File: src/design/b64c_pkg.sv
// shared types, constants and alphabet functions for the base64 codec
`default_nettype none

package b64c_pkg;

   // default depth of the job queue between front and back
   localparam int JOB_DEPTH = 2;

   localparam logic [7:0] PAD_CHAR     = 8'h3d;  // '='
   localparam logic [7:0] CHAR_UPPER_A = 8'h41;
   localparam logic [7:0] CHAR_UPPER_Z = 8'h5a;
   localparam logic [7:0] CHAR_LOWER_A = 8'h61;
   localparam logic [7:0] CHAR_LOWER_Z = 8'h7a;
   localparam logic [7:0] CHAR_DIGIT_0 = 8'h30;
   localparam logic [7:0] CHAR_DIGIT_9 = 8'h39;
   localparam logic [7:0] CHAR_PLUS    = 8'h2b;
   localparam logic [7:0] CHAR_SLASH   = 8'h2f;

   typedef enum logic {
      DIR_ENCODE = 1'b0,
      DIR_DECODE = 1'b1
   } dir_type;

   // one burst of up to four result words, word 0 goes out first
   typedef struct packed {
      logic [3:0][7:0] words;
      logic [1:0]      last_idx;
   } job_type;

   function automatic logic [7:0] sextet_to_char(input logic [5:0] v);
      logic [7:0] v8;
      v8 = {2'b00, v};
      if (v8 < 8'd26) begin
         return CHAR_UPPER_A + v8;
      end else if (v8 < 8'd52) begin
         return CHAR_LOWER_A + (v8 - 8'd26);
      end else if (v8 < 8'd62) begin
         return CHAR_DIGIT_0 + (v8 - 8'd52);
      end else if (v8 == 8'd62) begin
         return CHAR_PLUS;
      end else begin
         return CHAR_SLASH;
      end
   endfunction

   // characters outside the alphabet map to zero
   function automatic logic [5:0] char_to_sextet(input logic [7:0] c);
      logic [7:0] t;
      t = 8'd0;
      if (c >= CHAR_UPPER_A && c <= CHAR_UPPER_Z) begin
         t = c - CHAR_UPPER_A;
      end else if (c >= CHAR_LOWER_A && c <= CHAR_LOWER_Z) begin
         t = (c - CHAR_LOWER_A) + 8'd26;
      end else if (c >= CHAR_DIGIT_0 && c <= CHAR_DIGIT_9) begin
         t = (c - CHAR_DIGIT_0) + 8'd52;
      end else if (c == CHAR_PLUS) begin
         t = 8'd62;
      end else if (c == CHAR_SLASH) begin
         t = 8'd63;
      end
      return t[5:0];
   endfunction

endpackage

`default_nettype wire

File: src/design/base64_codec_top.sv
// top level of the streaming base64 codec
`default_nettype none

// Streaming Base64 codec, standard alphabet A-Z a-z 0-9 + / with '=' padding.
// csr_wdata written with csr_we selects the direction (0 encode, 1 decode);
// every write also drops any partly gathered group. Write it only while the
// block is idle. Encode takes one raw byte per word; each third byte yields
// four characters, and a word with end_of_message set flushes a one- or
// two-byte remainder as four characters ending in '=' padding. Decode takes
// one character per word and yields up to three bytes per four characters,
// fewer when the group ends in '=' padding; an incomplete final group is
// dropped and characters outside the alphabet count as zero. rsp_run_last
// marks the last result word caused by one input word. The front end takes
// one input word per cycle while the job queue has room, so it accepts the
// next word while earlier results still wait. The back end hands out one
// result word per cycle while the queue holds a burst and pop is high; in
// encode the result port bounds throughput, as three input bytes yield four
// result words, in decode the input port does. A group's burst is written
// into the job queue registers, from which the back end hands it out.

module base64_codec_top #(
   parameter int JobDepth = b64c_pkg::JOB_DEPTH
) (
   input  wire        clock,
   input  wire        reset,
   // direction register
   input  wire        csr_we,
   input  wire        csr_wdata,
   // input words
   input  wire        push,
   output logic       full,
   input  wire  [7:0] req_data_byte,
   input  wire        req_end_of_message,
   // result words
   output logic       empty,
   input  wire        pop,
   output logic [7:0] rsp_out_byte,
   output logic       rsp_run_last
);
   import b64c_pkg::*;

   // burst handed from front to queue
   logic    fe_push;
   job_type fe_job;
   logic    q_full;

   // head of the queue seen by the back end
   job_type q_head;
   logic    q_empty;
   logic    be_pop;

   // front end: group assembly and character/byte mapping
   b64c_front u_front (
      .clock              (clock),
      .reset              (reset),
      .csr_we             (csr_we),
      .csr_wdata          (csr_wdata),
      .req_push           (push),
      .req_data_byte      (req_data_byte),
      .req_end_of_message (req_end_of_message),
      .req_full           (full),
      .job_push           (fe_push),
      .job_data           (fe_job),
      .job_full           (q_full)
   );

   // decouples the two ends so either may stall alone
   b64c_job_fifo #(
      .Depth (JobDepth)
   ) u_job_fifo (
      .clock     (clock),
      .reset     (reset),
      .push      (fe_push),
      .push_data (fe_job),
      .full      (q_full),
      .pop       (be_pop),
      .pop_data  (q_head),
      .empty     (q_empty)
   );

   // back end: one result word per pop
   b64c_back u_back (
      .clock        (clock),
      .reset        (reset),
      .job_empty    (q_empty),
      .job_data     (q_head),
      .job_pop      (be_pop),
      .rsp_empty    (empty),
      .rsp_pop      (pop),
      .rsp_out_byte (rsp_out_byte),
      .rsp_run_last (rsp_run_last)
   );

endmodule

`default_nettype wire

File: src/design/b64c_front.sv
// front end: takes input words, gathers groups, builds result bursts
`default_nettype none

module b64c_front (
   input  wire               clock,
   input  wire               reset,
   input  wire               csr_we,
   input  wire               csr_wdata,
   input  wire               req_push,
   input  wire  [7:0]        req_data_byte,
   input  wire               req_end_of_message,
   output logic              req_full,
   output logic              job_push,
   output b64c_pkg::job_type job_data,
   input  wire               job_full
);
   import b64c_pkg::*;

   dir_type     dir_ff;
   logic [17:0] group_bits_ff, group_bits_in;
   logic [1:0]  group_count_ff, group_count_in;
   logic [1:0]  pad_count_ff, pad_count_in;

   logic        accept;
   logic [23:0] enc_acc;
   logic [23:0] dec_acc;
   logic [1:0]  pad_next;
   logic [1:0]  pad_clip;
   logic        is_pad;
   logic [5:0]  sextet;
   logic        emit;

   assign req_full = job_full;
   assign accept   = req_push & ~job_full;

   always_comb begin
      enc_acc  = {group_bits_ff[15:0], req_data_byte};
      is_pad   = (group_count_ff[1] == 1'b1) && (req_data_byte == PAD_CHAR);
      sextet   = is_pad ? 6'd0 : char_to_sextet(req_data_byte);
      dec_acc  = {group_bits_ff, sextet};
      pad_next = pad_count_ff + {1'b0, is_pad};
      pad_clip = (pad_next > 2'd2) ? 2'd2 : pad_next;

      emit           = 1'b0;
      job_data       = '0;
      group_bits_in  = group_bits_ff;
      group_count_in = group_count_ff;
      pad_count_in   = pad_count_ff;

      if (dir_ff == DIR_ENCODE) begin
         if (group_count_ff == 2'd2) begin
            emit              = 1'b1;
            job_data.words[0] = sextet_to_char(enc_acc[23:18]);
            job_data.words[1] = sextet_to_char(enc_acc[17:12]);
            job_data.words[2] = sextet_to_char(enc_acc[11:6]);
            job_data.words[3] = sextet_to_char(enc_acc[5:0]);
            job_data.last_idx = 2'd3;
         end else if (req_end_of_message) begin
            emit              = 1'b1;
            job_data.last_idx = 2'd3;
            if (group_count_ff == 2'd0) begin
               // one byte left: two characters and two pads
               job_data.words[0] = sextet_to_char(req_data_byte[7:2]);
               job_data.words[1] = sextet_to_char({req_data_byte[1:0], 4'b0000});
               job_data.words[2] = PAD_CHAR;
               job_data.words[3] = PAD_CHAR;
            end else begin
               // two bytes left: three characters and one pad
               job_data.words[0] = sextet_to_char(enc_acc[15:10]);
               job_data.words[1] = sextet_to_char(enc_acc[9:4]);
               job_data.words[2] = sextet_to_char({enc_acc[3:0], 2'b00});
               job_data.words[3] = PAD_CHAR;
            end
         end else begin
            group_bits_in  = enc_acc[17:0];
            group_count_in = group_count_ff + 2'd1;
         end
      end else begin
         if (group_count_ff == 2'd3) begin
            emit              = 1'b1;
            job_data.words[0] = dec_acc[23:16];
            job_data.words[1] = dec_acc[15:8];
            job_data.words[2] = dec_acc[7:0];
            job_data.last_idx = 2'd2 - pad_clip;
         end else if (!req_end_of_message) begin
            group_bits_in  = dec_acc[17:0];
            group_count_in = group_count_ff + 2'd1;
            pad_count_in   = pad_next;
         end
      end

      // a finished group or end of message starts a fresh group
      if (emit || req_end_of_message) begin
         group_bits_in  = '0;
         group_count_in = '0;
         pad_count_in   = '0;
      end
   end

   assign job_push = accept & emit;

   always_ff @(posedge clock) begin
      if (reset) begin
         dir_ff         <= DIR_ENCODE;
         group_bits_ff  <= '0;
         group_count_ff <= '0;
         pad_count_ff   <= '0;
      end else if (csr_we) begin
         dir_ff         <= dir_type'(csr_wdata);
         group_bits_ff  <= '0;
         group_count_ff <= '0;
         pad_count_ff   <= '0;
      end else if (accept) begin
         group_bits_ff  <= group_bits_in;
         group_count_ff <= group_count_in;
         pad_count_ff   <= pad_count_in;
      end
   end

endmodule

`default_nettype wire

File: src/design/b64c_job_fifo.sv
// small queue of result bursts between front and back
`default_nettype none

module b64c_job_fifo #(
   parameter int Depth = b64c_pkg::JOB_DEPTH
) (
   input  wire               clock,
   input  wire               reset,
   input  wire               push,
   input  b64c_pkg::job_type push_data,
   output logic              full,
   input  wire               pop,
   output b64c_pkg::job_type pop_data,
   output logic              empty
);
   import b64c_pkg::*;

   localparam int PtrWidth   = (Depth > 1) ? $clog2(Depth) : 1;
   localparam int CountWidth = $clog2(Depth + 1);

   job_type               slot_ff [Depth];
   logic [PtrWidth-1:0]   wr_ptr_ff, wr_ptr_in;
   logic [PtrWidth-1:0]   rd_ptr_ff, rd_ptr_in;
   logic [CountWidth-1:0] count_ff, count_in;
   logic                  do_push, do_pop;

   assign full     = (count_ff == CountWidth'(Depth));
   assign empty    = (count_ff == '0);
   assign do_push  = push & ~full;
   assign do_pop   = pop & ~empty;
   assign pop_data = slot_ff[rd_ptr_ff];

   always_comb begin
      wr_ptr_in = wr_ptr_ff;
      rd_ptr_in = rd_ptr_ff;
      count_in  = count_ff;
      if (do_push) begin
         wr_ptr_in = (wr_ptr_ff == PtrWidth'(Depth - 1)) ? '0 : wr_ptr_ff + 1'b1;
      end
      if (do_pop) begin
         rd_ptr_in = (rd_ptr_ff == PtrWidth'(Depth - 1)) ? '0 : rd_ptr_ff + 1'b1;
      end
      if (do_push && !do_pop) begin
         count_in = count_ff + 1'b1;
      end else if (do_pop && !do_push) begin
         count_in = count_ff - 1'b1;
      end
   end

   always_ff @(posedge clock) begin
      if (reset) begin
         wr_ptr_ff <= '0;
         rd_ptr_ff <= '0;
         count_ff  <= '0;
      end else begin
         wr_ptr_ff <= wr_ptr_in;
         rd_ptr_ff <= rd_ptr_in;
         count_ff  <= count_in;
      end
   end

   always_ff @(posedge clock) begin
      if (do_push) begin
         slot_ff[wr_ptr_ff] <= push_data;
      end
   end

endmodule

`default_nettype wire

File: src/design/b64c_back.sv
// back end: walks a queued burst out one result word at a time
`default_nettype none

module b64c_back (
   input  wire               clock,
   input  wire               reset,
   input  wire               job_empty,
   input  b64c_pkg::job_type job_data,
   output logic              job_pop,
   output logic              rsp_empty,
   input  wire               rsp_pop,
   output logic [7:0]        rsp_out_byte,
   output logic              rsp_run_last
);
   import b64c_pkg::*;

   logic [1:0] idx_ff, idx_in;
   logic       taken;

   assign rsp_empty    = job_empty;
   assign rsp_out_byte = job_data.words[idx_ff];
   assign rsp_run_last = (idx_ff == job_data.last_idx);
   assign taken        = rsp_pop & ~job_empty;
   assign job_pop      = taken & rsp_run_last;

   always_comb begin
      idx_in = idx_ff;
      if (taken) begin
         idx_in = rsp_run_last ? 2'd0 : idx_ff + 2'd1;
      end
   end

   always_ff @(posedge clock) begin
      if (reset) begin
         idx_ff <= '0;
      end else begin
         idx_ff <= idx_in;
      end
   end

endmodule

`default_nettype wire
File: config.mk
export PLATFORM = sky130hd
export DESIGN_NAME = base64_codec_top
export DESIGN_NICKNAME = d
export VERILOG_FILES = /design/src/design/b64c_pkg.sv /design/src/design/base64_codec_top.sv /design/src/design/b64c_front.sv /design/src/design/b64c_job_fifo.sv /design/src/design/b64c_back.sv
export SDC_FILE = /design/constraint.sdc
export NUM_CORES = 1
export LEC_CHECK = 0
export BUFFER_PORTS_ARGS = -buffer_cell sky130_fd_sc_hd__buf_2
export CAP_MARGIN = 30
export CORE_ASPECT_RATIO = 0.5
export CORE_MARGIN = 4
export CORE_UTILIZATION = 35
export DETAILED_ROUTE_END_ITERATION = 10
export SYNTH_ARGS = -nofsm -noshare
export SYNTH_HDL_FRONTEND = slang
export SYNTH_SLANG_ARGS = --single-unit
File: constraint.sdc
create_clock -name clock -period 10.2 [get_ports clock]
set_input_delay 2.04 -clock clock [delete_from_list [all_inputs] [get_ports clock]]
set_output_delay 2.04 -clock clock [all_outputs]
set_load 0.005 [all_outputs]
==> reports/metrics.csv, run 1 <==
metric,value,unit
synth_cells,1018,
numClockSinks,98,
clk_pin_slew,0.07,ns
cpMaxStageDelayCell,clkinv_1,
vdd_drop_max,0.08200,mV
post-cts-setup-buffers,0,
avgSynthCellArea,8.900,sq um
overflow,0,
place_area,0.009440,sq mm
first_pass_iters,7,
die_h,121.8,um
synth.cell_area,0.009060,sq mm
end_kind,flip-flop,
p_total,1.031,mW
grt.total_usage,20.73,%
p_leak,3.438,nW
power_density,105.6,mW/mm^2
final_layout_size_suffix_gt1_share,10.32,%
clock_path_buffers,2,
layout_min_cycle_time,4.653,ns
crit_arrival,4.72,ns
drt_wl_total,30280,um
fp.coreArea,0.02534,sq mm
synthTopCellsByArea,"edfxtp_1 23%, ha_1 11%, dfxtp_1 6.6%, xnor2_1 6.2%, a21oi_1 4.9%",
design_area,0.009764,sq mm
cts_tree,yes,
hold_ws,0.4922,ns
vias_per_cell,6.027,
port_buffers,25,
ctsHoldBuffers,0,
setup-tns-final,0,ns
min_period_over_period,45.62,%
async_flop_share,0,%
status,"complete, no violations",
crit_path_start_kind,primary input,
cp_max_fo,15,
grt_pass1_wl,46060,um
antenna_found_initial,0,
io_pins,26,
synth_cell_type_count,85,
post_drt_wl_per_cell,22.36,um
die-area,0.02868,sq mm
synth-seq-cells,98,
slew_violations,0,
crit_type,in -> reg,
clock_latency,0.35,ns
cts_resized,0,
ys.flop_type,edfxtp_1,
start_util,35.75,%
yosys_warnings,0,
ys_seq_area_share,29.17,%
syn_nets,1116,
cp_cell_sequence,buf_2 > clkinv_1 > ha_1 > nand2b_1 > xnor2_1 > a21boi_0 > mux2i_1 > a21oi_1 > a311o_1,
setup_ws,5.547,ns
cts_buffers,9,
maxCapViolations,0,
vias,8161,
grt_max_degree,40,
area_growth,7.775,%
synth_top_area_cell,edfxtp_1,
worstMarginPinSlew,1.079,ns
slowest_delay,0.49,ns
cp.required,10.27,ns
synth_top_cell_area_share,22.54,%
rsz0062_at_grt,false,
gp_congestion,0.9904,
clock-root-buffer,clkbuf_16,
dp_worst_setup_slack,5.280,ns
setup_viol,0,
ant_nets,0,
synth-edff-count,68,
std_cell_rows,41,
first_iter_violations,872,
fmax,214.9,MHz
dpl.hpwl,22630,um
h-tree-depth,3,
die_x,235.5,um
final_nets,1101,
worstHoldPathType,reg -> reg,
slew_headroom,28.08,%
hold_violations,0,
clock_skew,0.01143,ns
drc,0,
first_global_vias,7516,
power by group:
part           switching, mW  leakage, nW  internal (mW)
clock                  0.158        0.142          0.170
combinational          0.157         2.42         0.0926
sequential           0.00983        0.880          0.444
final cells by class:
cell class	count	area, sq um
fillers	2542	15580
flip-flops and latches	98	2643
inverters	35	131.4
well taps	344	430.4
clock inverters	7	66.31
clock buffers	9	225.2
diodes	2	5.005
repair buffers	36	247.7
multi-input cells	823	6016
kinds of logic after synthesis:
family	share of synthesized area (%)
xor gates and xnor gates	9.377
adders and majority gates	11.46
and+or+nand+nor	16.92
DFF	29.17
buffers and inverters	4.516
muxes	8.521
AOI/OAI and AO/OA	20.04
metal layers:
metal  GRT usage (%)  vias up  wire (um)
li1                -     3722          -
met1           30.24     4012      13830
met2           31.36      388      12920
met3           4.863       39       3048
met4           4.617        0        489
met5               0        -          0
state kept, by name (all words and copies together), names as in the netlist, named ones only:
signal	count
u_front.group_bits_ff	18
u_job_fifo.slot_ff	68
u_job_fifo.rd_ptr_ff	1
u_job_fifo.count_ff	2
u_front.dir_ff	1
u_job_fifo.wr_ptr_ff	1
u_back.idx_ff	2
u_front.pad_count_ff	2
u_front.group_count_ff	2
cells in the final DEF, fill, tap and decap left out, drive strengths merged, types with 7 or more instances in the layout:
cell type	synthesis	layout
xnor2	64	64
or3	8	8
clkinv	1	7
nand4	9	9
mux2i	25	25
edfxtp	68	68
o221ai	9	9
buf	32	36
xor2	33	33
a22oi	13	13
o211ai	16	16
nand2b	13	13
nand2	79	79
mux4	16	16
nor3	30	30
nor2b	14	14
ha	83	83
dfxtp	30	30
nand3	41	41
clkbuf	30	9
and3	11	11
a211oi	7	7
mux2	14	14
o21ai	65	65
a21oi	92	92
inv	34	35
nor2	76	76
synthesized netlist by cell type (13+ instances only):
master and n:
xnor2_1 64, inv_1 30, nand2_1 77, edfxtp_1 68, mux2i_1 25, nand2b_1 13, a21oi_1 89, o211ai_1 15
mux4_2 16, nand3_1 41, dfxtp_1 30, mux2_2 13, a22oi_1 13, nor2b_1 13, nor2_1 75, xor2_1 33
nor3_1 29, buf_2 18, ha_1 83, clkbuf_1 30, o21ai_0 57
worst max-delay path, delay by kind of cell:
kind / cells / cell delay [ns]
buf+inv: 2 / 0.81
compound gates: 3 / 0.71
fa+ha+maj: 1 / 0.47
mux: 1 / 0.22
xor+xnor: 1 / 0.26
simple gates: 1 / 0.20
final timing paths:
check,slack [ns],start,to,depth (start not counted)
worst max-delay path,5.55,req_data_byte[3],u_job_fifo.slot_ff[0][8]$_DFFE_PP_,9
worst min-delay path,0.49,u_front.pad_count_ff[0]$_SDFFE_PP0P_,u_front.pad_count_ff[0]$_SDFFE_PP0P_,2
worst max register to register,6.64,u_front.group_bits_ff[6]$_SDFFE_PP0P_,u_job_fifo.slot_ff[0][9]$_DFFE_PP_,7
worst min register to register,0.49,u_front.pad_count_ff[0]$_SDFFE_PP0P_,u_front.pad_count_ff[0]$_SDFFE_PP0P_,2
through the flow:
stage          utilization [%]  std cells
3_3_place_gp             37.14       1334
6_report                 38.53       1354
4_1_cts                  38.40       1351
2_1_floorplan                -       1018
3_5_place_dp             37.25       1335
5_1_grt                  38.51       1352
No activity file was read; power rests on OpenSTA's default activity.
==> run 2, diff against run 1 <==
clock period = 4.71 ns   (was 10.2 ns; I/O delays follow)
==> run 2 against run 1 <==
Compared with the run above:
- via count fell by 0.81%
- global-route usage rose by 0.28 points
- combinational power rose by 120%
- sequential cell count stayed put
- sequential power increased by 120%
- largest cell class unchanged
- power up 120%
- clock-buffer cell count unchanged
- hold slack worse by 0.0075 ns
==> reports/metrics.csv, run 2 (synthesis results as in run 1) <==
metric,value,unit
status,"complete, no violations",
clock_latency,0.37,ns
antenna_found_initial,0,
std_cell_rows,41,
slew_violations,0,
vias,8095,
mostFrequentLayoutCells,"89 x a21oi_1, 83 x ha_1, 77 x nand2_1",
largest_registers,"u_job_fifo.slot_ff x68, u_front.group_bits_ff x18",
ant_nets,0,
io_pins,26,
clk_pin_slew,0.07,ns
crit_family,simple AND/OR/NAND/NOR gates,
slew_headroom,30.11,%
post-route-util,38.57,%
cp.required,4.82,ns
vias_per_cell,5.979,
ctsHoldBuffers,0,
area_growth,7.886,%
cts_resized,0,
fmax,284.2,MHz
start_util,35.75,%
layout_min_cycle_time,3.519,ns
die_h,121.8,um
cp_max_fo,15,
hold_violations,0,
end_kind,flip-flop,
cpMaxStageDelayCell,nor2_1,
p_leak,3.441,nW
crit_arrival,3.63,ns
vdd_drop_max,0.1928,mV
hold_ws,0.4848,ns
overflow,0,
setup-tns-final,0,ns
cts_buffers,9,
rsz0062_at_grt,false,
setup_viol,0,
crit_path_start_kind,primary input,
largest_reg_flops,68,
worstMarginPinSlew,1.048,ns
r2r_slack,1.26,ns
grt_max_degree,40,
first_global_vias,7644,
clock_skew,0.02277,ns
first_iter_violations,870,
die-area,0.02868,sq mm
final_layout_size_suffix_gt1_share,10.59,%
crit_type,in -> reg,
dpl.hpwl,22940,um
numClockSinks,98,
drt_wl_total,30610,um
final_nets,1103,
die_x,235.5,um
post-cts-setup-buffers,0,
cp_cell_sequence,buf_2 > inv_2 > ha_1 > a21oi_1 > nor2_1 > nor2_1 > a311oi_1 > o21ai_0 > o21ai_0,
post_drt_wl_per_cell,22.61,um
port_buffers,25,
clock-root-buffer,clkbuf_16,
worstHoldPathType,reg -> reg,
p_total,2.295,mW
cts_tree,yes,
h-tree-depth,3,
grt_pass1_wl,46760,um
top_register,u_job_fifo.slot_ff,
drc,0,
fp.coreArea,0.02534,sq mm
gp_congestion,0.9713,
maxCapViolations,0,
first_pass_iters,5,
clock_path_buffers,2,
crit_buf_inv,2,
mostFrequentLayoutCell,a21oi_1,
grt.total_usage,21.01,%
min_period_over_period,74.72,%
power_density,234.8,mW/mm^2
antenna_cells,0,
slowest_delay,0.79,ns
fillCellCount,2543,
[run 2: cell type report]
class	instances	area, sq um	share of cell area [%]
multi-input cells	823	6016	61.55
clock buffers	9	225.2	2.304
repair buffers	38	242.7	2.483
inverters	35	131.4	1.344
flip-flops and latches	98	2643	27.04
clock inverters	7	86.33	0.8833
well taps	344	430.4	4.403
[run 2: routing by layer]
layer,track usage (%),up-vias,routed length [um]
li1,-,3728,-
met1,31.06,3956,14580
met2,32.79,369,12990
met3,3.506,42,2562
met4,3.848,0,485
met5,0,-,0
[run 2: worst paths after layout]
check,cells past startpoint,startpoint,to
worst min-delay path,2,u_front.pad_count_ff[0]$_SDFFE_PP0P_,u_front.pad_count_ff[0]$_SDFFE_PP0P_
worst max-delay path,9,req_data_byte[5],u_job_fifo.slot_ff[1][5]$_DFFE_PP_
worst min register to register,2,u_front.pad_count_ff[0]$_SDFFE_PP0P_,u_front.pad_count_ff[0]$_SDFFE_PP0P_
worst max register to register,8,u_front.group_bits_ff[4]$_SDFFE_PP0P_,u_job_fifo.slot_ff[0][9]$_DFFE_PP_
[run 2: tightest hold or removal path, delay by kind of cell (launching register included)]
family | cells | cell delay [ns]
compound gates | 2 | 0.13
flops | 1 | 0.31
[run 2: where the power goes]
| group | switching, mW | leakage [nW] | internal (mW) |
|---|---|---|---|
| Combinational | 0.339 | 2.42 | 0.198 |
| Clock | 0.356 | 0.141 | 0.420 |
| Sequential | 0.0213 | 0.880 | 0.961 |
| Total | 0.716 | 3.44 | 1.58 |
[run 2: per-stage QoR]
| stage | instances | setup slack (ns) | instance area (sq um) |
|---|---|---|---|
| floorplan | 1018 | 1.213 | 9060 |
| global placement | 1337 | 0.9284 | 9435 |
| detailed placement | 1337 | 0.9190 | 9435 |
| CTS | 1353 | 1.267 | 9747 |
| global route | 1354 | 0.9922 | 9774 |
| finish | 1354 | 1.191 | 9774 |
